`config.mk`:
```
export PLATFORM = sky130hd
export DESIGN_NAME = lsqc_ctrl
export DESIGN_NICKNAME = d
export VERILOG_FILES = /design/src/rtl/lsqc_pkg.sv /design/src/rtl/lsqc_ctrl.sv
export SDC_FILE = /design/constraint.sdc
export NUM_CORES = 1
export LEC_CHECK = 0
export BUFFER_PORTS_ARGS = -buffer_cell sky130_fd_sc_hd__buf_2
export CORE_AREA = 2 2 39 41
export CTS_BUF_LIST = sky130_fd_sc_hd__clkbuf_2 sky130_fd_sc_hd__clkbuf_4 sky130_fd_sc_hd__clkbuf_8
export DETAILED_ROUTE_END_ITERATION = 16
export DIE_AREA = 0 0 41 43
export GPL_TIMING_DRIVEN = 0
export PLACE_DENSITY = 0.56
export SETUP_SLACK_MARGIN = 0.05
export SLEW_MARGIN = 20
export SYNTH_ARGS = -nofsm -noshare
export SYNTH_HDL_FRONTEND = slang
export SYNTH_SLANG_ARGS = --single-unit
```
`constraint.sdc`:
```
create_clock -name clk_i -period 1.7 [get_ports clk_i]
set_input_delay 0.085 -clock clk_i [delete_from_list [all_inputs] [get_ports clk_i]]
set_output_delay 0.085 -clock clk_i [all_outputs]
set_load 0.01 [all_outputs]
```
`src/rtl/lsqc_pkg.sv`:
```
// ----------------------------------------------------------------------------
// lsqc_pkg
// Shared types and codes for the load-slice queue classifier.
// ----------------------------------------------------------------------------
package lsqc_pkg;

  localparam int unsigned RegBits = 9;
  localparam logic [RegBits-1:0] RegAbsent = 9'd256;

  typedef enum logic [1:0] {
    MODE_UPDATE  = 2'd0,
    MODE_PREDICT = 2'd1,
    MODE_CLEAR   = 2'd2,
    MODE_NONE    = 2'd3
  } mode_e;

  typedef enum logic [1:0] {
    MEM_NONE  = 2'd0,
    MEM_LOAD  = 2'd1,
    MEM_STORE = 2'd2,
    MEM_RSVD  = 2'd3
  } mem_kind_e;

  typedef enum logic [2:0] {
    ST_IDLE,
    ST_CLEAR,
    ST_READ,
    ST_MARK,
    ST_DONE
  } state_e;

  // controller -> datapath
  typedef struct packed {
    logic       load_item;   // capture the input item
    logic       start_clear; // reset clear counter
    logic       clear_step;  // invalidate one producer entry
    logic       read_step;   // advance slot, write or read producer entry
    logic       mark_step;   // insert the looked-up producer into the set
    logic       load_out;    // latch the result
  } dp_cmd_t;

  // datapath -> controller
  typedef struct packed {
    logic clear_last;
    logic read_last;
    logic is_predict;
    logic is_update;
    logic is_clear;
  } dp_sts_t;

endpackage

```
`src/rtl/lsqc_ctrl.sv`:
```
// ----------------------------------------------------------------------------
// lsqc_ctrl
// Sequencer: capture item, clear sweep or register-slot walk, deliver result.
// ----------------------------------------------------------------------------
module lsqc_ctrl (
  input  logic              clk_i,
  input  logic              rst_ni,
  input  logic              in_valid_i,
  output logic              in_ready_o,
  output logic              out_valid_o,
  input  logic              out_ready_i,
  output lsqc_pkg::dp_cmd_t cmd_o,
  input  lsqc_pkg::dp_sts_t sts_i
);
  import lsqc_pkg::*;

  state_e state_q, state_d;
  logic   out_valid_q, out_valid_d;

  always_ff @(posedge clk_i or negedge rst_ni) begin
    if (!rst_ni) begin
      state_q     <= ST_IDLE;
      out_valid_q <= 1'b0;
    end else begin
      state_q     <= state_d;
      out_valid_q <= out_valid_d;
    end
  end

  assign out_valid_o = out_valid_q;

  always_comb begin
    state_d     = state_q;
    cmd_o       = '0;
    in_ready_o  = 1'b0;
    out_valid_d = out_valid_q && !out_ready_i;
    case (state_q)
      ST_IDLE: begin
        in_ready_o = 1'b1;
        if (in_valid_i) begin
          cmd_o.load_item = 1'b1;
          state_d = ST_READ;
        end
      end
      ST_READ: begin
        // entered from idle on capture: decide on mode
        if (sts_i.is_clear) begin
          cmd_o.start_clear = 1'b1;
          state_d = ST_CLEAR;
        end else if (sts_i.is_update) begin
          cmd_o.read_step = 1'b1;
          state_d = ST_MARK;
        end else begin
          state_d = ST_DONE;
        end
      end
      ST_CLEAR: begin
        cmd_o.clear_step = 1'b1;
        if (sts_i.clear_last) state_d = ST_DONE;
      end
      ST_MARK: begin
        // producer entry of the last-read slot is now at the RAM output
        cmd_o.mark_step = 1'b1;
        if (sts_i.read_last) state_d = ST_DONE;
        else cmd_o.read_step = 1'b1;
      end
      ST_DONE: begin
        if (!out_valid_q || out_ready_i) begin
          cmd_o.load_out = 1'b1;
          out_valid_d = 1'b1;
          state_d = ST_IDLE;
        end
      end
      default: state_d = ST_IDLE;
    endcase
  end

  // an offered result holds until taken
  assert property (@(posedge clk_i) disable iff (!rst_ni)
    out_valid_q && !out_ready_i |=> out_valid_q);

  // items are only taken while idle
  assert property (@(posedge clk_i) disable iff (!rst_ni)
    in_ready_o |-> (state_q == ST_IDLE));

  assert property (@(posedge clk_i) disable iff (!rst_ni)
    cmd_o.load_item |-> in_valid_i);

  // result register is never overwritten while still offered
  assert property (@(posedge clk_i) disable iff (!rst_ni)
    cmd_o.load_out |-> (!out_valid_q || out_ready_i));
endmodule

```
==> results.tsv, run 1 <==
metric	value	unit
status	finished, final reports clean	
Max VDD drop	0.0005755	V
final worst setup slack	243.0	ps
Post-Syn Area	286.5	um^2
I/O pin count	17	
# nets final	64	
number of global-route vias before repair	270	
global route overflow	0	
part of the cycle the worst path needs	0.8571	
internal power	403.7	uW
P_leak	0.0002148	uW
HP Start	out_ready_i	
Initial Util	0.2071	
Antenna Nets Post-Route	0	
final HPWL from detailed placement	474.1	um
net switching power	261.7	uW
final slew viol count	0	
max cap viols	0	
maximum buffer depth of the clock tree	2	
RD Place Congestion	0.6648	
Post-CTS Setup Inserts	0	
combinational power share	0.579	
Die ar.	1763	um^2
drt total wl	624	um
n_diodes	0	
power density over the cells	1607	nW/um^2
GRT Util Overall	0.09466	
kind of critical path	reg -> out	
RSZ-0062 raised after global routing	no	
H-tree depth	1	
worst flop-to-flop path startpoint	state_q[2]	
multi-input logic area	156.4	um^2
worst r2r path cells	3	
synth unique cells	19	
Post-Synthesis Cells	34	
layout overhead on the synthesized area	44.54	%
flops & latches, synth	4	
min-delay worst type	in -> reg	
dpl ws	492.0	ps
clock-pin slew on the worst setup and hold paths	30	ps
largest net degree at the start of global routing	11	
first-pass GRT wire length	1069	um
Hold Path Depth	3	
Die H	43	um
worst hold endpoint	out_valid_o	
Finished Layout Cells	69	
Power, Total	665.4	uW
share of layout cells above drive strength 1	0.3962	
Ys Warns	0	
minimum clock period	1457	ps
Mapped Nets	43	
initial antenna violation count	0	
CTS tree	built	
sequential power share	0.251	
startpoint types	flip-flop	
Hold Vio Cnt, Final	0	
row count	14	
DRC errors left	0	
Clock Skew	0.07108	ps
total CTS buffers	3	
Skew-Pair Late Insertion Delay	230	ps
Max Freq	686.3	MHz
Mapped Avg Cell Area	8.427	um^2
CP required	1620	ps
Vias	276	
most frequent cells in the layout	buf_2, nor2_1, nand2b_1, dfrtp_1, clkbuf_4	
leading cell type in the layout, fill and taps excluded	buf_2	
sw frac	0.3932	
Max Fanout on Critical Path	10	
slew margin rel.	0.8386	
fill cell count	150	
placed insts	65	
Clock Tree Root	clkbuf_4	
Worst Setup End Kind	output pin	
Iteration-0 DRC Markers	5	
DR vias/cell	4.000	
total core area	1384	um^2
drt wl/cell	9.043	um
worst-margin pin slew	239.9	ps
Setup TNS	0	ps
port buffer count	15	
critical path data arrival time	1370	ps
Seq/Total Area, Yosys	0.3493	
Clock Sink Count	4	
sequential cell area	100.1	um^2
Clk pwr share	0.171	
worst r2r dst	state_q[2]	
chip width	41	um
DRT Pass-1 Iters	2	
Worst R2R Setup Slack	500	ps
final setup vio count	0	
==> per-stage QoR <==
| stage | util | cell area [um^2] | hold WS (ps) |
|---|---|---|---|
| after detailed placement | 0.2758 | 381.6 | -107.7 |
| after global routing | 0.2993 | 414.1 | 181.8 |
| after floorplan | - | 286.5 | -210.6 |
| final | 0.2993 | 414.1 | 150.4 |
| after CTS | 0.2993 | 414.1 | 138.5 |
| after global placement | 0.2758 | 381.6 | -109.3 |
==> how the worst max path moves through the flow <==
stage,depth (start not counted),from,slack (ps),endpoint
after floorplan,3,state_q[0],540,cmd_o[0]
after global placement,3,state_q[2],500,state_q[2]
after detailed placement,4,state_q[0],490,cmd_o[0]
after CTS,4,state_q[0],240,cmd_o[0]
after global routing,4,state_q[0],180,cmd_o[0]
final,4,state_q[0],240,cmd_o[0]
==> synth_stat cells <==
master | n | area (um^2)
a21oi_1 | 2 | 10.01
a221oi_1 | 1 | 8.760
a2bb2oi_1 | 1 | 8.760
and2_1 | 1 | 6.260
buf_6 | 2 | 22.52
dfrtp_1 | 4 | 100.1
inv_1 | 2 | 7.510
mux2i_1 | 1 | 10.01
nand2_1 | 2 | 7.510
nand2b_1 | 4 | 25.02
nand3b_1 | 1 | 7.510
nor2_1 | 6 | 22.52
nor2b_1 | 1 | 6.260
nor3_1 | 1 | 5.000
nor3b_1 | 1 | 7.510
nor4_1 | 1 | 6.260
o211ai_1 | 1 | 7.510
or3_1 | 1 | 6.260
or3b_4 | 1 | 11.26
==> registers in the layout (all words and copies together) (netlist names) <==
name / count
out_valid_o: 1
state_q: 3
==> kinds of logic after synthesis <==
| group | share of synthesized area |
|---|---|
| buf+inv | 0.1048 |
| compound gates | 0.1223 |
| simple gates | 0.3887 |
| mux | 0.03494 |
| flops | 0.3494 |
==> area by class of cell <==
type | count | share of cell area
multi-input combinational | 26 | 0.3776
sequential | 4 | 0.2417
timing repair buffer | 16 | 0.2054
clock buffer | 3 | 0.05438
buffer | 2 | 0.05438
tap | 16 | 0.04834
inverter | 2 | 0.01813
==> what timing repair did <==
item                      CTS  global route
hold endpoints to repair    4             0
hold buffers                1             0
gates resized for setup     0             0
==> metal layers <==
layer / track usage / up-vias / part of all wire
met2: 0.1188 / 9 / 0.47
met5: 0 / - / 0
li1: - / 155 / -
met3: 0.03141 / 0 / 0.058
met4: 0.1000 / 0 / 0
met1: 0.1136 / 112 / 0.47
==> power groups by stage <==
stage | Clock [uW] | Combinational, uW | Sequential (uW)
after CTS | 121 | 390 | 168
after detailed placement | 0 | 385 | 168
after global placement | 0 | 382 | 167
after floorplan | 0 | 271 | 168
after global routing | 120 | 435 | 172
final | 114 | 385 | 167
==> critical path, stage by stage (launching register included) <==
cell,delay (ps)
dfrtp_1,360
buf_6,130
or3b_4,400
nor2b_1,110
buf_2,140
Note: power is estimated with default switching activity, not from simulation.
==> run 2: changes to the inputs <==
PLACE_DENSITY = 0.46   (was 0.56)
==> run 2 against run 1 <==
Hold slack gained 12 ps; die area stayed put; clock skew is 7.2 ps higher; global-route usage is 0.83 points lower; clock power barely moved.
==> results.tsv, run 2 (synthesized netlist as in run 1, its figures left out) <==
metric	value	unit
startpoint types	flip-flop	
Die ar.	1763	um^2
P_leak	0.0002148	uW
total CTS buffers	3	
drt wl/cell	9.739	um
worst flop-to-flop path startpoint	state_q[1]	
Max Freq	688.4	MHz
RD Place Congestion	0.7123	
kind of critical path	reg -> out	
Clk pwr share	0.173	
Post-CTS Setup Inserts	0	
number of global-route vias before repair	260	
RSZ-0062 raised after global routing	no	
met3 global-route usage	0.02094	
Skew-Pair Late Insertion Delay	230	ps
minimum clock period	1453	ps
status	finished, final reports clean	
final slew viol count	0	
Die H	43	um
Hold Vio Cnt, Final	0	
Antenna Nets Post-Route	0	
CTS resizes	0	
CTS tree	built	
GR peak layer	met2	
DRT Pass-1 Iters	3	
worst-margin pin slew	247.4	ps
internal power	403.9	uW
met1 GRT Util	0.08682	
H-tree depth	1	
Initial Util	0.2071	
combinational power share	0.579	
hold buffer count at cts	1	
global route overflow	0	
chip width	41	um
GRT Util Overall	0.08635	
Worst R2R Setup Slack	500	ps
min-delay worst type	in -> reg	
Setup TNS	0	ps
Max VDD drop	0.0003697	V
Worst Setup End Kind	output pin	
# nets final	64	
Clock Skew	7.242	ps
DRC errors left	0	
HP Start	out_ready_i	
Iteration-0 DRC Markers	4	
part of the cycle the worst path needs	0.8544	
fin util	0.2993	
fill cell count	162	
slew margin rel.	0.8336	
leading cell type in the layout, fill and taps excluded	buf_2	
largest net degree at the start of global routing	11	
Vias	294	
grt met2 use	0.1344	
DR vias/cell	4.261	
total core area	1384	um^2
n_diodes	0	
sw frac	0.3957	
row count	14	
final worst setup slack	247.5	ps
Clock Tree Root	clkbuf_4	
final setup vio count	0	
critical path data arrival time	1370	ps
max reg flops	3	
most frequent cells in the layout	buf_2, nor2_1, nand2b_1, dfrtp_1, clkbuf_4	
power density over the cells	1614	nW/um^2
sequential power share	0.248	
CP required	1620	ps
net switching power	264.5	uW
layout overhead on the synthesized area	44.54	%
maximum buffer depth of the clock tree	2	
final HPWL from detailed placement	502.9	um
dpl ws	485.5	ps
drt total wl	672	um
Critical Path Start	state_q[0]	
max cap viols	0	
most flop-heavy register	state_q	
share of layout cells above drive strength 1	0.3962	
initial antenna violation count	0	
Clock Sink Count	4	
clock-pin slew on the worst setup and hold paths	40	ps
I/O pin count	17	
first-pass GRT wire length	993	um
port buffer count	15	
Max Fanout on Critical Path	10	
## run 2: cell counts in the layout (fill, tap and decap cells not counted)
Identical to the previous run, type by type.
## run 2: path summary, 6_finish.rpt
| kind | endpoint | cells after the start |
|---|---|---|
| setup / recovery | cmd_o[0] | 4 |
| hold / removal | out_valid_o | 3 |
| setup reg to reg | state_q[2] | 4 |
| hold reg to reg | state_q[0] | 1 |
| max in group asynchronous | state_q[2] | 2 |
| min in group asynchronous | state_q[1] | 2 |
## run 2: final cells by class
type                    count  area (um^2)  area share
plain buffers               2        22.52     0.05438
clock buffers               3        22.52     0.05438
inverters                   2        7.507     0.01813
multi-input cells          26        156.4      0.3776
flip-flops and latches      4        100.1      0.2417
well taps                  16        20.02     0.04834
repair buffers             16        85.08      0.2054
## run 2: routing by layer
metal  share of wire  up-vias
met1            0.44      130
met5               0        -
met3           0.064        0
li1                -      155
met4               0        0
met2            0.50        9
## run 2: power by group through the flow
stage | logic (uW) | clock network (uW) | registers, uW
floorplan | 271 | 0 | 168
global placement | 389 | 0 | 168
detailed placement | 389 | 0 | 169
CTS | 393 | 119 | 168
global route | 437 | 125 | 175
finish | 387 | 115 | 166
## run 2: metrics by stage
| step | hold WS [ps] | instances | area (um^2) | power [uW] |
|---|---|---|---|---|
| after floorplan | -210.6 | 34 | 286.5 | 439.0 |
| final | 162.5 | 69 | 414.1 | 668.4 |
| after global placement | -104.2 | 65 | 381.6 | 556.9 |
| after CTS | 158.1 | 69 | 414.1 | 679.6 |
| after global routing | 197.5 | 69 | 414.1 | 737.3 |
| after detailed placement | -106.6 | 65 | 381.6 | 558.0 |
## run 2: critical path, stage by stage, from the launching register on
cell,delay [ps]
dfrtp_1,360
buf_6,140
or3b_4,400
nor2b_1,110
buf_2,130
==> run 3: changes to the inputs <==
ABC_AREA = 1   (was not set)
PLACE_DENSITY = 0.48   (was 0.46)
==> run 3 against run 2 <==
Flip-flop and latch count unchanged; synthesized cell count up 53%; final cell count rose by 26%; hold slack got worse by 47 ps; non-clock buffer count decreased by 2; critical path depth unchanged; largest cell class unchanged; clock skew decreased by 3.7 ps; area after synthesis increased by 4.8%.
==> results.tsv, run 3 <==
metric	value	unit
status	finished, final reports clean	
min-delay worst type	in -> reg	
RD Place Congestion	0.8051	
CTS resizes	0	
fill cell count	153	
final slew viol count	0	
Commonest cells post-synth	nand2_1, inv_1, nor2_1	
Die H	43	um
initial antenna violation count	0	
total core area	1384	um^2
Initial Util	0.2170	
DRC errors left	0	
synth top area cells	dfrtp_1, nand2_1, inv_1	
CP required	1620	ps
chip width	41	um
worst-margin pin slew	250.7	ps
Seq/Total Area, Yosys	0.3333	
Mapped Nets	61	
GRT Util Overall	0.08635	
final HPWL from detailed placement	559.7	um
kind of critical path	reg -> out	
placed insts	83	
RSZ-0062 raised after global routing	no	
critical path data arrival time	1260	ps
Iteration-0 DRC Markers	7	
most frequent cells in the layout	buf_2, nand2_1, inv_1, nor2_1, nand3_1	
Bufs and invs on worst path	1	
startpoint types	flip-flop	
ys async rst share	1.000	
Hold Path Depth	4	
port buffer count	15	
most frequent cell after synthesis	nand2_1	
Yosys top cell by area	dfrtp_1	
# nets final	82	
hold buffer count at cts	1	
flops & latches, synth	4	
Post-Synthesis Cells	52	
final setup vio count	0	
Crit path depth	4	
delay-heaviest family, CP	simple AND/OR/NAND/NOR gates	
Clock Sink Count	4	
number of global-route vias before repair	274	
max cap viols	0	
synth unique cells	10	
Setup TNS	0	ps
slew margin rel.	0.8322	
row count	14	
CTS tree	built	
Clock Skew	3.534	ps
worst r2r dst	state_q[2]	
Worst R2R Setup Slack	520	ps
largest net degree at the start of global routing	7	
H-tree depth	1	
Critical Path Max Stage Delay	420	ps
DR vias/cell	3.931	
most used cell, CP	nor2_1	
I/O pin count	17	
P_leak	0.0002867	uW
clock-pin slew on the worst setup and hold paths	40	ps
Max VDD drop	0.0004985	V
drt wl/cell	7.609	um
Post-Syn Area	300.3	um^2
worst flop-to-flop path startpoint	state_q[0]	
Post-CTS Setup Inserts	0	
Clock Tree Root	clkbuf_4	
Antenna Nets Post-Route	0	
Die ar.	1763	um^2
n_diodes	0	
crit-path cells	nor2_1, nand2_1, nor2_1, buf_2	
max reg flops	3	
number of flops mapped to enable cells by yosys	0	
HP Start	out_ready_i	
Vias	342	
first-pass GRT wire length	1007	um
Worst Setup End Kind	output pin	
Mapped Avg Cell Area	5.775	um^2
Ys Warns	0	
layout overhead on the synthesized area	42.50	%
DRT Pass-1 Iters	3	
drt total wl	662	um
part of the cycle the worst path needs	0.7885	
Synth top area share	0.3333	
Skew-Pair Late Insertion Delay	230	ps
worst hold endpoint	out_valid_o	
minimum clock period	1340	ps
worst r2r path cells	6	
slowest cell on the critical path	dfrtp_1	
Max Fanout on Critical Path	5	
power density over the cells	1563	nW/um^2
maximum buffer depth of the clock tree	2	
share of layout cells above drive strength 1	0.3099	
total CTS buffers	3	
most flop-heavy register	state_q	
Hold Vio Cnt, Final	0	
Finished Layout Cells	87	
Post-synth top flop	dfrtp_1	
leading cell type in the layout, fill and taps excluded	buf_2	
global route overflow	0	
Max Freq	746.0	MHz
-- run 3: power breakdown --
part | switching, uW | total (uW) | internal (uW)
clock network | 34.9 | 114 | 78.7
registers | 57.3 | 197 | 139
logic | 219 | 358 | 139
total | 312 | 669 | 357
-- run 3: logic make-up after synthesis --
kind of cell           after synthesis  share of synthesized area
AOI/OAI and AO/OA                    2                    0.03330
buffers and inverters               13                     0.1625
DFF                                  4                     0.3333
and+or+nand+nor                     33                     0.4708
-- run 3: worst min-delay path, delay by kind of cell --
kind | cells | cell delay (ps)
AND/OR/NAND/NOR | 2 | 90
buffers and inverters | 2 | 120
-- run 3: routing by layer --
metal | vias to the layer above | wire length [um] | GRT usage | part of all wire
met5 | - | 0 | 0 | 0
met4 | 0 | 0 | 0.08000 | 0
met3 | 0 | 49 | 0.01571 | 0.074
met2 | 12 | 261 | 0.1063 | 0.39
met1 | 136 | 351 | 0.1190 | 0.53
li1 | 194 | - | - | -
-- run 3: cell type report --
class / count / area [um^2] / share of cell area
multi-input cells: 35 / 151.4 / 0.3538
flip-flops and latches: 4 / 100.1 / 0.2339
repair buffers: 16 / 85.08 / 0.1988
inverters: 13 / 48.80 / 0.1140
clock buffers: 3 / 22.52 / 0.05263
well taps: 16 / 20.02 / 0.04678
-- run 3: how the worst max path moves through the flow --
stage	startpoint	end	slack [ps]
global route	state_q[0]	cmd_o[0]	270
CTS	state_q[0]	cmd_o[5]	350
global placement	state_q[0]	state_q[1]	500
floorplan	state_q[0]	state_q[2]	670
finish	state_q[0]	cmd_o[5]	360
detailed placement	state_q[0]	state_q[1]	530
-- run 3: per-stage QoR --
step,utilization,power (uW),worst slack (ps),cell area (um^2),hold WS [ps]
after CTS,0.3092,680.4,348.4,427.9,104.3
final,0.3092,668.7,359.6,427.9,115.4
after floorplan,-,433.3,672.7,300.3,-210.6
after detailed placement,0.2857,557.2,528.9,395.4,-106.5
after global placement,0.2857,559.7,503.8,395.4,-106.4
after global routing,0.3092,750.2,270.6,427.9,130.9
